`src/sv/fir_correlation_filter_unit_assert.svh`:
```
// assertion macros for the fir correlation filter unit
`ifndef FIR_CORRELATION_FILTER_UNIT_ASSERT_SVH
`define FIR_CORRELATION_FILTER_UNIT_ASSERT_SVH

`ifndef SYNTH
// consequent must hold in the same cycle as the antecedent
`define FCF_ASSERT_SAME(label, clk, rst_n, ante, cons) \
	label: assert property (@(posedge clk) disable iff (!rst_n) (ante) |-> (cons)) \
		else $error("fcf assertion failed");
// consequent must hold in the cycle after the antecedent
`define FCF_ASSERT_NEXT(label, clk, rst_n, ante, cons) \
	label: assert property (@(posedge clk) disable iff (!rst_n) (ante) |=> (cons)) \
		else $error("fcf assertion failed");
`else
`define FCF_ASSERT_SAME(label, clk, rst_n, ante, cons)
`define FCF_ASSERT_NEXT(label, clk, rst_n, ante, cons)
`endif

`endif

```
`src/sv/fcf_pkg.sv`:
```
// shared constants and controller/datapath types for the fir correlation filter
package fcf_pkg;

	// default sizing
	localparam int MAX_TAPS_DEF    = 64;
	localparam int SAMPLE_BITS_DEF = 16;

	// fixed field widths
	localparam int TAP_COUNT_W    = 7;
	localparam int WEIGHT_INDEX_W = 6;
	localparam int RESULT_W       = 38;

	localparam logic [TAP_COUNT_W-1:0] TAP_COUNT_RESET = 7'd1;

	// request type codes
	localparam logic REQ_LOAD   = 1'b0;
	localparam logic REQ_SAMPLE = 1'b1;

	// commands from controller to datapath
	typedef struct packed {
		logic load_weight;
		logic take_sample;
		logic step;
		logic load_out;
	} cmd_t;

	// status from datapath to controller
	typedef struct packed {
		logic win_full;
		logic last_tap;
		logic pipe_busy;
		logic out_busy;
	} status_t;

endpackage

```
`src/sv/fcf_intf.sv`:
```
// request and result channel interfaces
interface fcf_req_if #(
	parameter int SAMPLE_BITS = fcf_pkg::SAMPLE_BITS_DEF
);
	logic                                     valid;
	logic                                     ready;
	logic                                     req_type;
	logic [fcf_pkg::WEIGHT_INDEX_W-1:0]       weight_index;
	logic signed [SAMPLE_BITS-1:0]            data_value;
	logic                                     end_of_block;

	modport source (
		output valid, req_type, weight_index, data_value, end_of_block,
		input  ready
	);
	modport sink (
		input  valid, req_type, weight_index, data_value, end_of_block,
		output ready
	);
endinterface

interface fcf_res_if;
	logic                                  valid;
	logic                                  ready;
	logic signed [fcf_pkg::RESULT_W-1:0]   filtered_value;
	logic                                  last_of_block;

	modport source (
		output valid, filtered_value, last_of_block,
		input  ready
	);
	modport sink (
		input  valid, filtered_value, last_of_block,
		output ready
	);
endinterface

```
`src/sv/fcf_ctrl.sv`:
```
// controller state machine sequencing loads, samples and the tap loop
module fcf_ctrl (
	input  logic             clk,
	input  logic             arst_n,
	input  logic             in_valid,
	input  logic             in_sample,
	input  fcf_pkg::status_t status,
	output logic             in_ready,
	output fcf_pkg::cmd_t    cmd
);

	typedef enum logic [3:0] {
		ST_IDLE  = 4'b0001,
		ST_RUN   = 4'b0010,
		ST_FLUSH = 4'b0100,
		ST_EMIT  = 4'b1000
	} state_t;

	state_t state_q;
	state_t state_nx;

	// next state and commands
	always_comb begin
		state_nx = state_q;
		cmd      = '0;
		in_ready = 1'b0;
		case (state_q)
			ST_IDLE: begin
				in_ready         = 1'b1;
				cmd.load_weight  = in_valid && !in_sample;
				cmd.take_sample  = in_valid && in_sample;
				if (in_valid && in_sample && status.win_full) begin
					state_nx = ST_RUN;
				end
			end
			ST_RUN: begin
				cmd.step = 1'b1;
				if (status.last_tap) begin
					state_nx = ST_FLUSH;
				end
			end
			ST_FLUSH: begin
				if (!status.pipe_busy) begin
					state_nx = ST_EMIT;
				end
			end
			ST_EMIT: begin
				if (!status.out_busy) begin
					cmd.load_out = 1'b1;
					state_nx     = ST_IDLE;
				end
			end
			default: begin
				state_nx = ST_IDLE;
			end
		endcase
	end

	// state register
	always_ff @(posedge clk or negedge arst_n) begin
		if (!arst_n) begin
			state_q <= ST_IDLE;
		end else begin
			state_q <= state_nx;
		end
	end

endmodule

```
`src/sv/fcf_datapath.sv`:
```
// stores, pointers, multiply-accumulate pipeline and result register
module fcf_datapath #(
	parameter int MAX_TAPS    = fcf_pkg::MAX_TAPS_DEF,
	parameter int SAMPLE_BITS = fcf_pkg::SAMPLE_BITS_DEF
) (
	input  logic                                   clk,
	input  logic                                   arst_n,
	input  logic                                   cfg_we,
	input  logic [fcf_pkg::TAP_COUNT_W-1:0]        cfg_wdata,
	input  fcf_pkg::cmd_t                          cmd,
	input  logic [fcf_pkg::WEIGHT_INDEX_W-1:0]     weight_index,
	input  logic signed [SAMPLE_BITS-1:0]          data_value,
	input  logic                                   end_of_block,
	input  logic                                   out_ready,
	output fcf_pkg::status_t                       status,
	output logic                                   out_valid,
	output logic signed [fcf_pkg::RESULT_W-1:0]    out_value,
	output logic                                   out_last
);

	localparam int PW = $clog2(MAX_TAPS);
	localparam int CW = $clog2(MAX_TAPS + 1);
	localparam int RW = fcf_pkg::RESULT_W;
	localparam int MW = 2 * SAMPLE_BITS;

	logic [fcf_pkg::TAP_COUNT_W-1:0] tap_count_q;
	logic [31:0]                     taps32;
	logic [CW-1:0]                   taps;
	logic [CW-1:0]                   fill_q;
	logic [CW-1:0]                   fill_nx;
	logic [CW-1:0]                   tap_q;
	logic [PW-1:0]                   wr_ptr_q;
	logic [PW-1:0]                   wr_ptr_nx;
	logic [PW-1:0]                   rd_ptr_q;
	logic [PW-1:0]                   rd_ptr_nx;
	logic [31:0]                     start32;
	logic [31:0]                     idx32;
	logic                            eob_q;

	logic signed [SAMPLE_BITS-1:0]   w_mem [MAX_TAPS];
	logic signed [SAMPLE_BITS-1:0]   h_mem [MAX_TAPS];
	logic signed [SAMPLE_BITS-1:0]   w_rd_s1;
	logic signed [SAMPLE_BITS-1:0]   h_rd_s1;
	logic                            rd_valid_s1;
	logic signed [MW-1:0]            prod_s2;
	logic                            mul_valid_s2;
	logic signed [RW-1:0]            acc_q;
	logic                            out_valid_q;
	logic signed [RW-1:0]            out_value_q;
	logic                            out_last_q;

	// tap count register
	always_ff @(posedge clk or negedge arst_n) begin
		if (!arst_n) begin
			tap_count_q <= fcf_pkg::TAP_COUNT_RESET;
		end else if (cfg_we) begin
			tap_count_q <= cfg_wdata;
		end
	end

	// taps in use: zero reads as one, large values clamp to the store depth
	always_comb begin
		if (tap_count_q == '0) begin
			taps32 = 32'd1;
		end else if (32'(tap_count_q) > 32'(MAX_TAPS)) begin
			taps32 = 32'(MAX_TAPS);
		end else begin
			taps32 = 32'(tap_count_q);
		end
	end
	assign taps = taps32[CW-1:0];

	// window fill and pointer arithmetic
	assign fill_nx   = (fill_q == CW'(MAX_TAPS)) ? fill_q : fill_q + CW'(1);
	assign wr_ptr_nx = (wr_ptr_q == PW'(MAX_TAPS - 1)) ? '0 : wr_ptr_q + PW'(1);
	assign rd_ptr_nx = (rd_ptr_q == PW'(MAX_TAPS - 1)) ? '0 : rd_ptr_q + PW'(1);

	// oldest window slot sits taps positions behind the next write slot
	always_comb begin
		if (32'(wr_ptr_nx) >= taps32) begin
			start32 = 32'(wr_ptr_nx) - taps32;
		end else begin
			start32 = 32'(wr_ptr_nx) + 32'(MAX_TAPS) - taps32;
		end
	end

	assign idx32 = 32'(weight_index);

	// coefficient store
	always_ff @(posedge clk) begin
		if (cmd.load_weight && (idx32 < 32'(MAX_TAPS))) begin
			w_mem[idx32[PW-1:0]] <= data_value;
		end
		if (cmd.step) begin
			w_rd_s1 <= w_mem[tap_q[PW-1:0]];
		end
	end

	// sample history store
	always_ff @(posedge clk) begin
		if (cmd.take_sample) begin
			h_mem[wr_ptr_q] <= data_value;
		end
		if (cmd.step) begin
			h_rd_s1 <= h_mem[rd_ptr_q];
		end
	end

	// fill count, pointers and tap counter
	always_ff @(posedge clk or negedge arst_n) begin
		if (!arst_n) begin
			fill_q   <= '0;
			wr_ptr_q <= '0;
			rd_ptr_q <= '0;
			tap_q    <= '0;
		end else if (cmd.take_sample) begin
			fill_q   <= fill_nx;
			wr_ptr_q <= wr_ptr_nx;
			rd_ptr_q <= start32[PW-1:0];
			tap_q    <= '0;
		end else if (cmd.step) begin
			rd_ptr_q <= rd_ptr_nx;
			tap_q    <= tap_q + CW'(1);
		end
	end

	// end-of-block flag of the sample in flight
	always_ff @(posedge clk) begin
		if (cmd.take_sample) begin
			eob_q <= end_of_block;
		end
	end

	// pipeline valid flags
	always_ff @(posedge clk or negedge arst_n) begin
		if (!arst_n) begin
			rd_valid_s1  <= 1'b0;
			mul_valid_s2 <= 1'b0;
		end else begin
			rd_valid_s1  <= cmd.step;
			mul_valid_s2 <= rd_valid_s1;
		end
	end

	// multiply stage
	always_ff @(posedge clk) begin
		if (rd_valid_s1) begin
			prod_s2 <= h_rd_s1 * w_rd_s1;
		end
	end

	// accumulate, wrapping in the result width
	always_ff @(posedge clk) begin
		if (cmd.take_sample) begin
			acc_q <= '0;
		end else if (mul_valid_s2) begin
			acc_q <= acc_q + RW'(prod_s2);
		end
	end

	// result register, held until the transfer completes
	always_ff @(posedge clk or negedge arst_n) begin
		if (!arst_n) begin
			out_valid_q <= 1'b0;
		end else if (cmd.load_out) begin
			out_valid_q <= 1'b1;
		end else if (out_ready) begin
			out_valid_q <= 1'b0;
		end
	end

	always_ff @(posedge clk) begin
		if (cmd.load_out) begin
			out_value_q <= acc_q;
			out_last_q  <= eob_q;
		end
	end

	// status to controller
	assign status.win_full  = 32'(fill_nx) >= taps32;
	assign status.last_tap  = tap_q == (taps - CW'(1));
	assign status.pipe_busy = rd_valid_s1 || mul_valid_s2;
	assign status.out_busy  = out_valid_q && !out_ready;

	assign out_valid = out_valid_q;
	assign out_value = out_value_q;
	assign out_last  = out_last_q;

endmodule

```
`src/sv/fir_correlation_filter_unit.sv`:
```
// top level of the streaming fir correlation filter
//
// usage:
//  req channel: valid/ready transfer of one item. req_type low writes
//  data_value into coefficient slot weight_index (slots past the store
//  depth are dropped); req_type high pushes data_value into the sample
//  history. res channel: one filtered_value per sample once tap_count
//  samples are held, with last_of_block copied from the sample.
//  cfg_we/cfg_wdata write tap_count; write it only while the block is idle.
//  a sample that completes the window starts a tap loop over taps (tap_count
//  held to 1..MAX_TAPS), run by the single shared multiply-accumulate that
//  visits one tap per cycle through one read port of each store; input
//  waits until its result is loaded. coefficient loads and samples that do
//  not complete the window leave the block idle, ready for the next item.
//  reset: tap_count returns to 1 and the history counts as empty; the
//  coefficient store holds no defined value until written.
//  a stalled receiver holds the result register; the next item is still
//  taken, but once its tap loop ends its result waits until the slot frees.
module fir_correlation_filter_unit #(
	parameter int MAX_TAPS    = fcf_pkg::MAX_TAPS_DEF,
	parameter int SAMPLE_BITS = fcf_pkg::SAMPLE_BITS_DEF
) (
	input  logic                              clk,
	input  logic                              arst_n,
	input  logic                              cfg_we,
	input  logic [fcf_pkg::TAP_COUNT_W-1:0]   cfg_wdata,
	fcf_req_if.sink                           req,
	fcf_res_if.source                         res
);

	`include "fir_correlation_filter_unit_assert.svh"

	fcf_pkg::cmd_t    cmd;
	fcf_pkg::status_t status;
	logic             in_sample;

	assign in_sample = req.req_type == fcf_pkg::REQ_SAMPLE;

	// controller
	fcf_ctrl u_ctrl (
		.clk       (clk),
		.arst_n    (arst_n),
		.in_valid  (req.valid),
		.in_sample (in_sample),
		.status    (status),
		.in_ready  (req.ready),
		.cmd       (cmd)
	);

	// datapath
	fcf_datapath #(
		.MAX_TAPS    (MAX_TAPS),
		.SAMPLE_BITS (SAMPLE_BITS)
	) u_datapath (
		.clk          (clk),
		.arst_n       (arst_n),
		.cfg_we       (cfg_we),
		.cfg_wdata    (cfg_wdata),
		.cmd          (cmd),
		.weight_index (req.weight_index),
		.data_value   (req.data_value),
		.end_of_block (req.end_of_block),
		.out_ready    (res.ready),
		.status       (status),
		.out_valid    (res.valid),
		.out_value    (res.filtered_value),
		.out_last     (res.last_of_block)
	);

	// a new result never overwrites one still waiting for its transfer
	`FCF_ASSERT_SAME(a_no_overwrite, clk, arst_n, cmd.load_out, !(res.valid && !res.ready))
	// a sample that completes the window starts the tap loop and blocks input
	`FCF_ASSERT_NEXT(a_run_blocks, clk, arst_n, req.valid && req.ready && in_sample && status.win_full, !req.ready)
	// the multiply pipeline is empty whenever input is taken
	`FCF_ASSERT_SAME(a_pipe_idle, clk, arst_n, req.ready, !status.pipe_busy)

endmodule
```
`src/flat_wrapper.sv`:
```
// flat-port wrapper written by rule: the top's interface ports become plain ports
module fir_correlation_filter_unit_flat 
#(
	parameter int MAX_TAPS    = fcf_pkg::MAX_TAPS_DEF,
	parameter int SAMPLE_BITS = fcf_pkg::SAMPLE_BITS_DEF
)
  (clk, arst_n, cfg_we, cfg_wdata, req_valid, req_req_type, req_weight_index, req_data_value, req_end_of_block, req_ready, res_valid, res_filtered_value, res_last_of_block, res_ready);
  fcf_req_if #(.SAMPLE_BITS(SAMPLE_BITS)) req_i ();
  fcf_res_if res_i ();
  input  logic clk;
  input  logic arst_n;
  input  logic cfg_we;
  input  logic [fcf_pkg::TAP_COUNT_W-1:0] cfg_wdata;
  input wire logic [$bits(req_i.valid)-1:0] req_valid;
  input wire logic [$bits(req_i.req_type)-1:0] req_req_type;
  input wire logic [$bits(req_i.weight_index)-1:0] req_weight_index;
  input wire logic [$bits(req_i.data_value)-1:0] req_data_value;
  input wire logic [$bits(req_i.end_of_block)-1:0] req_end_of_block;
  output wire logic [$bits(req_i.ready)-1:0] req_ready;
  output wire logic [$bits(res_i.valid)-1:0] res_valid;
  output wire logic [$bits(res_i.filtered_value)-1:0] res_filtered_value;
  output wire logic [$bits(res_i.last_of_block)-1:0] res_last_of_block;
  input wire logic [$bits(res_i.ready)-1:0] res_ready;
  assign req_i.valid = req_valid;
  assign req_i.req_type = req_req_type;
  assign req_i.weight_index = req_weight_index;
  assign req_i.data_value = req_data_value;
  assign req_i.end_of_block = req_end_of_block;
  assign req_ready = req_i.ready;
  assign res_valid = res_i.valid;
  assign res_filtered_value = res_i.filtered_value;
  assign res_last_of_block = res_i.last_of_block;
  assign res_i.ready = res_ready;
  fir_correlation_filter_unit #(.MAX_TAPS(MAX_TAPS), .SAMPLE_BITS(SAMPLE_BITS)) u_core (.clk(clk), .arst_n(arst_n), .cfg_we(cfg_we), .cfg_wdata(cfg_wdata), .req(req_i), .res(res_i));
endmodule
```
`config.mk`:
```
export PLATFORM = sky130hd
export DESIGN_NAME = fir_correlation_filter_unit_flat
export DESIGN_NICKNAME = d
export VERILOG_FILES = /design/src/sv/fcf_pkg.sv /design/src/sv/fcf_intf.sv /design/src/sv/fcf_ctrl.sv /design/src/sv/fcf_datapath.sv /design/src/sv/fir_correlation_filter_unit.sv /design/src/flat_wrapper.sv
export VERILOG_INCLUDE_DIRS = /design/src /design/src/sv
export SDC_FILE = /design/constraint.sdc
export NUM_CORES = 2
export LEC_CHECK = 0
export ABC_AREA = 1
export ABC_CLOCK_PERIOD_IN_PS = 14900
export BUFFER_PORTS_ARGS = -buffer_cell sky130_fd_sc_hd__buf_2
export CORE_UTILIZATION = 30
export DETAILED_ROUTE_END_ITERATION = 7
export PLACE_DENSITY = 0.52
export SETUP_SLACK_MARGIN = 0.5
export SYNTH_ARGS = -nofsm -noshare
export SYNTH_HDL_FRONTEND = slang
export SYNTH_SLANG_ARGS = --single-unit
```
`constraint.sdc`:
```
create_clock -name clk -period 14.9 [get_ports clk]
set_clock_uncertainty 0.05 [all_clocks]
set_input_delay 2.98 -clock clk [delete_from_list [all_inputs] [get_ports clk]]
set_output_delay 2.98 -clock clk [all_outputs]
set_load 0.02 [all_outputs]
```
==> impl_metrics.yaml <==
status:
  status: "finished, final reports clean"
setup_path:
  path_depth: 17
  cp.buffers_inverters: 3
  crit_path_start_kind: "flip-flop"
  endpoint_kind: "flip-flop"
  rr_endpoint: "u_core.u_datapath.prod_s2[31]"
  cp.required_ps: 15440
  crit_fanout: 16
  crit_chain: "nand2_1 -> fa_1 -> inv_1 -> fa_1 -> fa_1 -> fa_1 -> fa_1 -> inv_1 -> fa_1 -> inv_1 -> ha_1 -> a21oi_1 -> o21ai_0 -> o21bai_1 -> a21oi_1 -> nand2_1 -> xor2_1"
  slowest_delay_ps: 850
  reg2reg_depth: 17
  crit_type: "flip-flop to flip-flop"
  cpMaxStageDelayCell: "edfxtp_1"
  cp_top_family: "adder cells"
  r2r_setup_slack_ps: 8490
  r2r_start: "u_core.u_datapath.w_rd_s1[4]"
  cp_common_cell: "fa_1"
  cp_data_arrival_time_ps: 6950
global_route:
  gr-total-overflow: 0
  grt_pass1_vias: 65000
  antenna_found_initial: 18
  grt_pass1_wl_um: 437000
  grt_use_total_pct: 17.1
  grt_max_degree: 199
finish:
  layout.area.seq_um2: 66400
  syn_to_final_growth_pct: 12.2
  fin_nets: 8988
  drive_above_1_share_pct: 7.39
  multiInputGateArea_um2: 29400
  nFillCells: 32800
die:
  rows: 212
  core-area_um2: 334000
  die_area_um2: 338000
  io-pin-count: 77
  start_util_pct: 30.2
  chipHeight_um: 582
  die_w_um: 582
routing:
  drt_iter0_markers: 6310
  first_pass_iters: 6
  vias: 66500
  dr.max_layer_used: "met5"
  wl_um: 296000
  ant_nets: 0
  wl_met1_um: 130000
  avgRoutedWirePerCell_um: 22.6
  met2_length_um: 142000
  viasPerCell: 5.06
  routed-wl-met3_um: 17100
  drc: 0
timing:
  max-slew-margin-rel_pct: 19.6
  fin_crit_ps: 6410
  fmaxAchievable_ghz: 0.156
  period_share_pct: 43.0
  setup_violations: 0
  final_max_slew_viol_count: 0
  grt_setup_unrepaired: "false"
  worst_slew_pin_slew_ps: 1210
  timing.final.ws_setup_ps: 8490
  tns_ps: 0
  hold_viol_final: 0
synthesis:
  synth_cell_type_count: 54
  syn_area_per_cell_um2: 11.8
  synth_nets: 8983
  ys.warnings.count: 0
  synth_area_leaders: "edfxtp_1 (64%), fa_1 (5.2%), o21ai_0 (5.2%), nor2_1 (5.2%), nand2_1 (3.6%)"
  synth-seq-cells: 2230
  synth_top_cell_area_share_pct: 64.1
  yosysSeqAreaShare_pct: 65.9
  synth_area_um2: 101000
  synth_top_area_cell: "edfxtp_1"
  synth_cells: 8546
hold_path:
  min_from: "u_core.u_datapath.acc_q[25]"
  min_to: "u_core.u_datapath.out_value[25]"
  hold_class: "flip-flop to flip-flop"
  hold_depth: 0
cts:
  cts_sinks: 2230
  cts_setup_buffers: 0
  clock_path_buffers: 4
  cts_buffers: 231
  cts_tree: "built"
  htree_levels: 4
  path_clk_slew_ps: 60
  cts.repair.resized: 0
  root_buffer: "clkbuf_16"
  clock_latency_ps: 950
  cts_hold_buf: 0
placement:
  gp_congestion: 0.833
  hpwl_um: 176000
  io_buffer_count: 76
  place_ws_ps: 8510
run:
  max-cap-violations: 0
## cell usage after synthesis (all sizes together)
cell	count
nand4	50
dfxtp	38
inv	649
xnor2	14
buf	226
dfstp	2
a21o	9
or2	11
a21boi	4
a21oi	169
a31o	1
o22ai	402
nand2	957
nand3b	3
edfxtp	2152
nor2	1386
o21bai	29
a31oi	8
o21a	3
and2	2
o21ai	1252
o211ai	52
clkbuf	284
nor3	22
xor2	47
a22oi	2
o221ai	94
nand3	225
ha	137
nor4	4
nor3b	1
mux2	3
fa	264
dfrtp	38
o211a	1
clkinv	3
a211oi	2
## worst reg2reg max path: cells and delay by family, from the launching register on
family,cells,cell delay (ps)
fa+ha+maj,7,3840
flops,1,850
compound gates,4,780
simple gates,2,300
buf+inv,3,180
xor+xnor,1,150
## layout by cell type, fill, tap and decap left out, types with 4 or more instances in the layout
| cell type | Yosys | routed |
|---|---|---|
| o22ai_1 | 402 | 402 |
| dfrtp_1 | 38 | 30 |
| o21ai_1 | 200 | 200 |
| dfrtp_4 | 0 | 6 |
| o211ai_1 | 51 | 51 |
| inv_2 | 6 | 7 |
| nand2_1 | 957 | 957 |
| nand3_1 | 225 | 225 |
| diode_2 | 0 | 6 |
| clkbuf_1 | 280 | 46 |
| ha_1 | 137 | 137 |
| clkbuf_16 | 0 | 234 |
| o21bai_1 | 29 | 29 |
| a21oi_1 | 169 | 169 |
| a31oi_1 | 8 | 8 |
| buf_4 | 42 | 215 |
| clkinv_2 | 0 | 39 |
| inv_8 | 1 | 4 |
| edfxtp_1 | 2152 | 2152 |
| nor2_1 | 1384 | 1382 |
| clkinvlp_4 | 0 | 11 |
| o221ai_1 | 93 | 93 |
| a21o_1 | 9 | 9 |
| or2_2 | 9 | 9 |
| o21ai_0 | 1050 | 1050 |
| clkinv_1 | 3 | 53 |
| xnor2_1 | 14 | 14 |
| dfxtp_1 | 38 | 38 |
| nand4_1 | 50 | 50 |
| fa_1 | 264 | 264 |
| buf_12 | 0 | 6 |
| bufinv_16 | 0 | 20 |
| xor2_1 | 47 | 47 |
| buf_2 | 120 | 60 |
| clkinv_4 | 0 | 7 |
| inv_1 | 642 | 637 |
| nor3_1 | 21 | 21 |
## worst max-delay path by stage
stage	startpoint	slack [ps]	to
after floorplan	u_core.u_datapath.w_rd_s1[6]	9230	u_core.u_datapath.prod_s2[31]
after global placement	u_core.u_datapath.h_rd_s1[10]	8410	u_core.u_datapath.prod_s2[25]
after detailed placement	u_core.u_datapath.w_rd_s1[1]	8510	u_core.u_datapath.prod_s2[31]
after CTS	u_core.u_datapath.h_rd_s1[11]	8490	u_core.u_datapath.prod_s2[25]
after global routing	u_core.u_datapath.h_rd_s1[8]	8090	u_core.u_datapath.prod_s2[24]
final	u_core.u_datapath.w_rd_s1[4]	8490	u_core.u_datapath.prod_s2[31]
## sequential cells by signal, indices dropped and copies added, names as in the netlist, 4 cells and up
name	cells
u_core.u_ctrl.state_q	4
u_core.u_datapath.acc_q	38
u_core.u_datapath.fill_q	7
u_core.u_datapath.h_mem	1024
u_core.u_datapath.h_rd_s1	16
u_core.u_datapath.out_value	38
u_core.u_datapath.prod_s2	32
u_core.u_datapath.rd_ptr_q	6
u_core.u_datapath.tap_count_q	7
u_core.u_datapath.tap_q	7
u_core.u_datapath.w_mem	1024
u_core.u_datapath.w_rd_s1	16
u_core.u_datapath.wr_ptr_q	6
## metrics by stage
stage / utilization (%) / instance area, um2 / std cells / hold WS, ps
floorplan: - / 101000 / 8546 / 350
global placement: 31.7 / 106000 / 12700 / 397
detailed placement: 31.7 / 106000 / 12700 / 394
CTS: 33.9 / 113000 / 13100 / 406
global route: 33.9 / 113000 / 13100 / 421
finish: 33.9 / 113000 / 13100 / 404
## routing by layer
layer | vias to the layer above | global-route usage [%]
met5 | - | 0
met4 | 8 | 4.13
met3 | 411 | 1.99
met2 | 2044 | 28.4
met1 | 33800 | 23.8
li1 | 30200 | -
## cells by family (layout without fill, tap and decap cells)
family	after synthesis	after routing	synth area share (%)
compound gates	2028	2028	11.2
other cells	0	6	0
simple gates	2661	2661	10.4
fa+ha+maj	401	401	6.94
flops	2230	2230	65.9
buf+inv	1162	1348	4.99
xor+xnor	61	61	0.530
mux	3	3	0.0335
## final cells by class
cell class,instances,share of cell area (%)
clock inverter,132,1.07
tap,4387,4.85
sequential,2230,58.7
multi-input combinational,5154,26.0
timing repair buffer,282,1.81
clock buffer,282,5.35
inverter,652,2.20
antenna,6,0.0133
Power is left out: the tool's default activity adds up to more than one toggle a clock period on the data nets, which glitch-free logic cannot reach.
